File: src/rtl/pwm_pdm_tick_generator_macros.svh
// assertion helpers shared by the tick generator modules
`ifndef PWM_PDM_TICK_GENERATOR_MACROS_SVH
`define PWM_PDM_TICK_GENERATOR_MACROS_SVH

// same-cycle implication, checked out of reset
`define PTG_ASSERT_NOW(label, ante, cons, msg) \
    label: assert property (@(posedge clk) disable iff (!rst_n) (ante) |-> (cons)) \
        else $error(msg);

// next-cycle implication, checked out of reset
`define PTG_ASSERT_NEXT(label, ante, cons, msg) \
    label: assert property (@(posedge clk) disable iff (!rst_n) (ante) |=> (cons)) \
        else $error(msg);

`endif

File: src/rtl/ptg_pkg.sv
package ptg_pkg;

    localparam int TIMER_WIDTH_DEF = 32;

    localparam int TICK_W      = 30;
    localparam int LEN_W       = 31;
    localparam int MODE_W      = 2;
    localparam int STYLE_W     = 2;
    localparam int CFG_DATA_W  = 31;
    localparam int CFG_INDEX_W = 3;

    localparam logic [MODE_W-1:0] MODE_OFF    = 2'd0;
    localparam logic [MODE_W-1:0] MODE_PWM    = 2'd1;
    localparam logic [MODE_W-1:0] MODE_DITHER = 2'd2;
    localparam logic [MODE_W-1:0] MODE_PDM    = 2'd3;

    localparam logic [STYLE_W-1:0] STYLE_SINGLE = 2'd0;
    localparam logic [STYLE_W-1:0] STYLE_DIR    = 2'd1;
    localparam logic [STYLE_W-1:0] STYLE_UPDOWN = 2'd2;

    localparam logic [CFG_INDEX_W-1:0] REG_MODE    = 3'd0;
    localparam logic [CFG_INDEX_W-1:0] REG_PERIOD  = 3'd1;
    localparam logic [CFG_INDEX_W-1:0] REG_HIGH    = 3'd2;
    localparam logic [CFG_INDEX_W-1:0] REG_REVERSE = 3'd3;
    localparam logic [CFG_INDEX_W-1:0] REG_USE_MEAS = 3'd4;
    localparam logic [CFG_INDEX_W-1:0] REG_NOMINAL = 3'd5;
    localparam logic [CFG_INDEX_W-1:0] REG_STYLE   = 3'd6;

    localparam logic [LEN_W-1:0]  RST_PERIOD  = 31'd50000;
    localparam logic [TICK_W-1:0] RST_NOMINAL = 30'd50000;

    typedef struct packed {
        logic [MODE_W-1:0]  modulation_mode;
        logic [LEN_W-1:0]   period_length;
        logic [LEN_W-1:0]   high_length;
        logic               reverse_direction;
        logic               use_measured_tick;
        logic [TICK_W-1:0]  nominal_tick;
        logic [STYLE_W-1:0] output_style;
    } ptg_cfg_t;

    typedef struct packed {
        logic drive;
        logic down;
        logic dir;
    } ptg_result_t;

endpackage

File: src/rtl/ptg_cfg.sv
module ptg_cfg (
    input  logic                          clk,
    input  logic                          rst_n,
    input  logic                          cfg_we,
    input  logic [ptg_pkg::CFG_INDEX_W-1:0] cfg_index,
    input  logic [ptg_pkg::CFG_DATA_W-1:0]  cfg_data,
    output ptg_pkg::ptg_cfg_t             cfg
);
    import ptg_pkg::*;

    ptg_cfg_t cfg_reg;
    ptg_cfg_t cfg_next;

    always_comb
    begin
        cfg_next = cfg_reg;
        if (cfg_we)
        begin
            case (cfg_index)
                REG_MODE:     cfg_next.modulation_mode   = cfg_data[MODE_W-1:0];
                REG_PERIOD:   cfg_next.period_length     = cfg_data[LEN_W-1:0];
                REG_HIGH:     cfg_next.high_length       = cfg_data[LEN_W-1:0];
                REG_REVERSE:  cfg_next.reverse_direction = cfg_data[0];
                REG_USE_MEAS: cfg_next.use_measured_tick = cfg_data[0];
                REG_NOMINAL:  cfg_next.nominal_tick      = cfg_data[TICK_W-1:0];
                REG_STYLE:    cfg_next.output_style      = cfg_data[STYLE_W-1:0];
                default:      cfg_next = cfg_reg;
            endcase
        end
    end

    always_ff @(posedge clk or negedge rst_n)
    begin
        if (!rst_n)
        begin
            cfg_reg.modulation_mode   <= MODE_OFF;
            cfg_reg.period_length     <= RST_PERIOD;
            cfg_reg.high_length       <= '0;
            cfg_reg.reverse_direction <= 1'b0;
            cfg_reg.use_measured_tick <= 1'b0;
            cfg_reg.nominal_tick      <= RST_NOMINAL;
            cfg_reg.output_style      <= STYLE_SINGLE;
        end
        else
        begin
            cfg_reg <= cfg_next;
        end
    end

    assign cfg = cfg_reg;

endmodule

File: src/rtl/ptg_core.sv
`include "pwm_pdm_tick_generator_macros.svh"

module ptg_core #(
    parameter int TIMER_WIDTH = ptg_pkg::TIMER_WIDTH_DEF
) (
    input  logic                     clk,
    input  logic                     rst_n,
    input  logic                     step,
    input  logic [ptg_pkg::TICK_W-1:0] tick,
    input  ptg_pkg::ptg_cfg_t        cfg,
    output ptg_pkg::ptg_result_t     result
);
    import ptg_pkg::*;

    // compare width: sign-extended counter against zero-extended 31-bit length
    localparam int CW = ((TIMER_WIDTH > LEN_W) ? TIMER_WIDTH : LEN_W) + 2;

    logic [TIMER_WIDTH-1:0] period_reg;
    logic [TIMER_WIDTH-1:0] period_next;
    logic [TIMER_WIDTH-1:0] acc_reg;
    logic [TIMER_WIDTH-1:0] acc_next;
    logic                   level_reg;
    logic                   level_next;

    logic [TICK_W-1:0]      dt_raw;
    logic [CW-1:0]          dt_x;
    logic [CW-1:0]          hl_x;
    logic [CW-1:0]          pl_x;
    logic [TIMER_WIDTH-1:0] dt_t;
    logic [TIMER_WIDTH-1:0] hl_t;
    logic [TIMER_WIDTH-1:0] pl_t;
    logic signed [CW-1:0]   hl_s;
    logic signed [CW-1:0]   pl_s;

    logic [TIMER_WIDTH-1:0] per_add;
    logic                   per_wrap;
    logic [TIMER_WIDTH-1:0] acc_add;
    logic [TIMER_WIDTH-1:0] acc_sub;
    logic [TIMER_WIDTH-1:0] acc_mid;
    logic                   lev_mid;
    logic [TIMER_WIDTH-1:0] acc_carry;
    logic [TIMER_WIDTH-1:0] acc_pdm;

    function automatic logic signed [CW-1:0] sext(input logic [TIMER_WIDTH-1:0] x);
        return {{(CW-TIMER_WIDTH){x[TIMER_WIDTH-1]}}, x};
    endfunction

    function automatic logic is_pos(input logic [TIMER_WIDTH-1:0] x);
        return !x[TIMER_WIDTH-1] && (x != '0);
    endfunction

    always_comb
    begin
        dt_raw = cfg.use_measured_tick ? tick : cfg.nominal_tick;
        dt_x   = CW'(dt_raw);
        hl_x   = CW'(cfg.high_length);
        pl_x   = CW'(cfg.period_length);
        dt_t   = dt_x[TIMER_WIDTH-1:0];
        hl_t   = hl_x[TIMER_WIDTH-1:0];
        pl_t   = pl_x[TIMER_WIDTH-1:0];
        hl_s   = hl_x;
        pl_s   = pl_x;

        per_add  = period_reg + dt_t;
        per_wrap = sext(per_add) >= pl_s;
        acc_add  = acc_reg + dt_t;
        acc_sub  = acc_reg - dt_t;

        // dithered pwm: drain while high, then refill at the period edge
        acc_mid   = level_reg ? acc_sub : acc_reg;
        lev_mid   = level_reg && is_pos(acc_sub);
        acc_carry = acc_mid + hl_t;

        acc_pdm = acc_reg + hl_t - (level_reg ? dt_t : '0);

        period_next = period_reg;
        acc_next    = acc_reg;
        level_next  = level_reg;

        case (cfg.modulation_mode)
            MODE_PWM:
            begin
                if (level_reg)
                begin
                    acc_next = acc_add;
                    if (sext(acc_add) >= hl_s)
                    begin
                        level_next = 1'b0;
                    end
                end
                period_next = per_add;
                if (per_wrap)
                begin
                    period_next = '0;
                    acc_next    = '0;
                    if (cfg.high_length != '0)
                    begin
                        level_next = 1'b1;
                    end
                end
            end
            MODE_DITHER:
            begin
                acc_next    = acc_mid;
                level_next  = lev_mid;
                period_next = per_add;
                if (per_wrap)
                begin
                    period_next = per_add - pl_t;
                    acc_next    = acc_carry;
                    level_next  = lev_mid || is_pos(acc_carry);
                end
            end
            MODE_PDM:
            begin
                acc_next   = acc_pdm;
                level_next = is_pos(acc_pdm);
            end
            default:
            begin
                period_next = '0;
                acc_next    = '0;
                level_next  = 1'b0;
            end
        endcase

        // output styles above single/dir behave as up/down lines
        if (cfg.output_style == STYLE_SINGLE || cfg.output_style == STYLE_DIR)
        begin
            result.drive = level_next;
            result.down  = 1'b0;
            result.dir   = (cfg.output_style == STYLE_DIR) && cfg.reverse_direction;
        end
        else
        begin
            result.drive = level_next && !cfg.reverse_direction;
            result.down  = level_next && cfg.reverse_direction;
            result.dir   = 1'b0;
        end
    end

    always_ff @(posedge clk or negedge rst_n)
    begin
        if (!rst_n)
        begin
            period_reg <= '0;
            acc_reg    <= '0;
            level_reg  <= 1'b0;
        end
        else if (step)
        begin
            period_reg <= period_next;
            acc_reg    <= acc_next;
            level_reg  <= level_next;
        end
    end

    `PTG_ASSERT_NEXT(a_disabled_clears, step && (cfg.modulation_mode == MODE_OFF),
        (period_reg == '0) && (acc_reg == '0) && !level_reg, "disabled tick left state set")
    `PTG_ASSERT_NEXT(a_idle_holds, !step,
        $stable(level_reg) && $stable(acc_reg) && $stable(period_reg),
        "state changed without a tick")
    `PTG_ASSERT_NEXT(a_pure_restart, step && (cfg.modulation_mode == MODE_PWM) && per_wrap,
        period_reg == '0, "pure pwm period did not restart")

endmodule

File: src/rtl/pwm_pdm_tick_generator.sv
// Tick-driven PWM/PDM generator: each input transaction is one base tick carrying
// its measured length, and yields exactly one output transaction with the line
// levels after that tick. One tick is accepted every clock cycle while in_stall is low; a result
// is offered once its tick has passed the input register and then the update of period
// counter, high-time accumulator and level into the result register.
// The user must write configuration registers through the plain write port while no tick
// is in flight (not enforced by the block); an index beyond the register list is ignored.
`include "pwm_pdm_tick_generator_macros.svh"

module pwm_pdm_tick_generator #(
    parameter int TIMER_WIDTH = ptg_pkg::TIMER_WIDTH_DEF
) (
    input  logic                            clk,
    input  logic                            rst_n,
    input  logic                            cfg_we,
    input  logic [ptg_pkg::CFG_INDEX_W-1:0] cfg_index,
    input  logic [ptg_pkg::CFG_DATA_W-1:0]  cfg_data,
    input  logic                            in_valid,
    output logic                            in_stall,
    input  logic [ptg_pkg::TICK_W-1:0]      measured_tick,
    output logic                            out_valid,
    input  logic                            out_stall,
    output logic                            drive_out,
    output logic                            down_out,
    output logic                            dir_out
);
    import ptg_pkg::*;

    ptg_cfg_t          cfg;
    ptg_result_t       core_result;

    logic              s1_valid_reg;
    logic              s1_valid_next;
    logic [TICK_W-1:0] s1_tick_reg;
    logic              out_valid_reg;
    logic              out_valid_next;
    ptg_result_t       result_reg;

    logic              advance;
    logic              accept;

    ptg_cfg u_cfg (
        .clk       (clk),
        .rst_n     (rst_n),
        .cfg_we    (cfg_we),
        .cfg_index (cfg_index),
        .cfg_data  (cfg_data),
        .cfg       (cfg)
    );

    ptg_core #(
        .TIMER_WIDTH (TIMER_WIDTH)
    ) u_core (
        .clk    (clk),
        .rst_n  (rst_n),
        .step   (advance),
        .tick   (s1_tick_reg),
        .cfg    (cfg),
        .result (core_result)
    );

    // the held tick moves on whenever the result register is free or being drained
    assign advance  = s1_valid_reg && (!out_valid_reg || !out_stall);
    assign in_stall = s1_valid_reg && !advance;
    assign accept   = in_valid && !in_stall;

    always_comb
    begin
        s1_valid_next = s1_valid_reg;
        if (accept)
        begin
            s1_valid_next = 1'b1;
        end
        else if (advance)
        begin
            s1_valid_next = 1'b0;
        end

        out_valid_next = out_valid_reg;
        if (advance)
        begin
            out_valid_next = 1'b1;
        end
        else if (!out_stall)
        begin
            out_valid_next = 1'b0;
        end
    end

    always_ff @(posedge clk or negedge rst_n)
    begin
        if (!rst_n)
        begin
            s1_valid_reg  <= 1'b0;
            out_valid_reg <= 1'b0;
        end
        else
        begin
            s1_valid_reg  <= s1_valid_next;
            out_valid_reg <= out_valid_next;
        end
    end

    always_ff @(posedge clk)
    begin
        if (accept)
        begin
            s1_tick_reg <= measured_tick;
        end
        if (advance)
        begin
            result_reg <= core_result;
        end
    end

    assign out_valid = out_valid_reg;
    assign drive_out = result_reg.drive;
    assign down_out  = result_reg.down;
    assign dir_out   = result_reg.dir;

    `PTG_ASSERT_NOW(a_stall_has_item, in_stall, s1_valid_reg && out_valid_reg,
        "stall without a blocked tick")
    `PTG_ASSERT_NEXT(a_advance_shows, advance, out_valid_reg,
        "tick advanced but no result shown")
    `PTG_ASSERT_NOW(a_blocked_stalls, s1_valid_reg && out_valid_reg && out_stall, in_stall,
        "input taken while pipeline blocked")

endmodule

File: config.mk
export PLATFORM = sky130hd
export DESIGN_NAME = pwm_pdm_tick_generator
export DESIGN_NICKNAME = d
export VERILOG_FILES = /design/src/rtl/ptg_pkg.sv /design/src/rtl/ptg_cfg.sv /design/src/rtl/ptg_core.sv /design/src/rtl/pwm_pdm_tick_generator.sv
export VERILOG_INCLUDE_DIRS = /design/src /design/src/rtl
export SDC_FILE = /design/constraint.sdc
export NUM_CORES = 1
export LEC_CHECK = 0
export ABC_AREA = 1
export BUFFER_PORTS_ARGS = -buffer_cell sky130_fd_sc_hd__buf_2
export CAP_MARGIN = 20
export CORE_MARGIN = 8
export CORE_UTILIZATION = 50
export CTS_CLUSTER_SIZE = 24
export DETAILED_ROUTE_END_ITERATION = 10
export GPL_TIMING_DRIVEN = 0
export HOLD_SLACK_MARGIN = 0.08
export PLACE_DENSITY = 0.66
export SYNTH_ARGS = -nofsm -noshare
export SYNTH_HDL_FRONTEND = slang
export SYNTH_SLANG_ARGS = --single-unit
File: constraint.sdc
create_clock -name clk -period 10.1 [get_ports clk]
set_clock_uncertainty 0.05 [all_clocks]
set_input_delay 1.515 -clock clk [delete_from_list [all_inputs] [get_ports clk]]
set_output_delay 1.515 -clock clk [all_outputs]
set_load 0.02 [all_outputs]
==> results.txt <==
Antenna violations before repair: 2
Setup TNS: 0 ns
Worst slew pin tran: 1.26 ns
Clock slew at reported path FFs: 0.08 ns
DIE WIDTH: 230 um
# setup viols final: 0
I/O Buffers: 73
Sequential-to-total area share from yosys stat: 22.3%
Crit path capture type: flip-flop
Skew-Pair Late Insertion Delay: 0.47 ns
Multi-input gate area: 15200 um2
Post-Synthesis Cells: 3599
DRC Markers: 0
CP Data Arrival Time: 8.23 ns
DRT Pass-1 Iters: 8
Core area: 45400 um2
Data required, critical path: 10.44 ns
DR vias/cell: 5.57
Num CTS Buffers: 17
Synth cell types: 54
GP Congestion: 1.02
FF+latch area: 5130 um2
Startpoint types: flip-flop
Vias in the first global route: 23500
GR Util All Layers: 34.1%
RSZ-0062 raised after global routing: false
# clock sinks: 198
Synth top area share: 16.7%
Number of routed nets with antenna violations: 0
Layout cells sized above 1: 6.18%
Crit Path Max Fanout: 10
Root Driver: clkbuf_16
Fmax: 127 MHz
# resized after CTS: 0
Initial DRC count: 2250
First-pass GRT wire length: 137000 um
Vias post-DR: 24000
Layout Nets: 4019
Fin crit period: 7.89 ns
Top_reg_cell synth: dfrtp_1
H-tree Lvls: 4
Slowest cell on the critical path: o21ai_0
Rel. slew slack: 14.9%
CTS Buffer Depth: 2
Area Overhead vs Synth: 7.75%
Cts hold-fix bufs: 0
Fillers: 4847
Grt ovf: 0
Avg Cell Area, Syn: 6.39 um2
Final instance area: 24800 um2
CP max stage delay: 0.86 ns
Period utilization: 78.1%
Overall die height: 230 um
Yosys top cell by area: dfrtp_1
I/O Pins: 74
CP most frequent cell: nand2_1
Worst Hold Class: reg2reg
Post CTS Setup Buffer Count: 0
Critical path class: reg2reg
Placement Cell Area: 24100 um2
Synthesized area: 23000 um2
WL/cell: 21.5 um
Largest net degree at the start of global routing: 109
Status: completed
Final wirelength: 92500 um
Max_cap viols: 0
FP Rows: 78
Full die area: 53100 um2
#FFs+latches synth: 198
Yosys Warn Count: 0
Synth area leaders: dfrtp_1 (17%), nand2_1 (16%), ha_1 (12%)
Final Hold Vio Count: 0
Pins Over Slew Limit: 0
Max reg flops: 98
Initial core utilization: 50.7%
Number of flops mapped to enable cells by yosys: 33
Dpl hpwl: 79600 um
Net Count, Synth: 3926
CTS tree: built
Post-synth ARST share: 83.3%
## Yosys cell counts, types with 8 or more instances
| library cell | n |
|---|---|
| nand2_1 | 958 |
| inv_1 | 600 |
| o21ai_0 | 342 |
| nor2_1 | 313 |
| a21oi_1 | 223 |
| ha_1 | 223 |
| nand3_1 | 167 |
| dfrtp_1 | 153 |
| xor2_1 | 81 |
| clkbuf_1 | 49 |
| nor3_1 | 44 |
| nand4_1 | 37 |
| or2_2 | 36 |
| xnor2_1 | 36 |
| fa_1 | 35 |
| o21ai_1 | 35 |
| edfxtp_1 | 33 |
| o211ai_1 | 33 |
| a21o_1 | 19 |
| buf_2 | 19 |
| o21bai_1 | 19 |
| nor4_1 | 17 |
| a31oi_1 | 12 |
| dfstp_2 | 12 |
| o21ai_2 | 12 |
| o21a_1 | 9 |
| buf_6 | 8 |
| nand2_2 | 8 |
## per-layer routing
layer	vias up	track usage (%)	share of wire (%)
met1	11100	42.7	41
met4	2	19.4	6.4
li1	11800	-	-
met2	925	56.6	46
met5	-	1.19	0.093
met3	210	3.85	6.6
## logic make-up after synthesis
family | count (synthesis) | synth area share, %
AO/OA/AOI/OAI | 733 | 17.5
flip-flops | 198 | 22.3
adder cells (fa/ha/maj) | 258 | 15.2
buffers and inverters | 692 | 11.7
XOR/XNOR | 118 | 4.53
AND/OR/NAND/NOR | 1600 | 28.7
## final timing paths
check                                           to          start  cells after the start  slack (ns)
min in group asynchronous            u_cfg.cfg[70]          rst_n                      1        0.92
worst min-delay path                 u_cfg.cfg[14]  u_cfg.cfg[14]                      2        0.43
worst max-delay path             u_core.acc_reg[9]  u_cfg.cfg[32]                     35        2.21
worst max register to register   u_core.acc_reg[9]  u_cfg.cfg[32]                     35        2.21
worst min register to register       u_cfg.cfg[14]  u_cfg.cfg[14]                      2        0.43
max in group asynchronous       u_core.acc_reg[23]          rst_n                      2        8.15
## stage by stage
stage	setup slack, ns	cells	utilization (%)	hold slack [ns]
finish	2.21	4306	54.6	0.433
global route	1.72	4306	54.6	0.457
CTS	2.39	4305	54.6	0.435
detailed placement	2.43	4273	53.2	0.418
global placement	2.31	4272	53.1	0.408
floorplan	5.25	3599	-	0.398
## area by class of cell
class / count / share of cell area, %
Antenna cell: 1 / 0.0101
Timing Repair Buffer: 74 / 1.63
Buffer: 85 / 1.71
Sequential cell: 198 / 20.7
Clock inverter: 14 / 0.793
Tap cell: 600 / 3.03
Clock buffer: 18 / 1.73
Inverter: 607 / 9.20
Multi-Input combinational cell: 2709 / 61.2
## layout by cell type, fill, tap and decap left out, types with 44 or more instances in the layout
cell type	count
nand3_1	167
dfrtp_1	153
nor3_1	44
o21ai_0	342
ha_1	223
nor2_1	313
inv_1	599
a21oi_1	223
nand2_1	958
xor2_1	81
buf_2	91
clkbuf_1	50
## worst max-delay path, delay by kind of cell (launching register included)
kind            cells  cell delay (ns)
buf+inv             6             1.38
compound gates      8             1.84
fa+ha+maj           2             0.81
simple gates       18             2.91
flops               1             0.53
xor+xnor            1             0.28
Power is not shown: default switching activity piles up to over one toggle a cycle in this logic, so the estimate is an artifact.
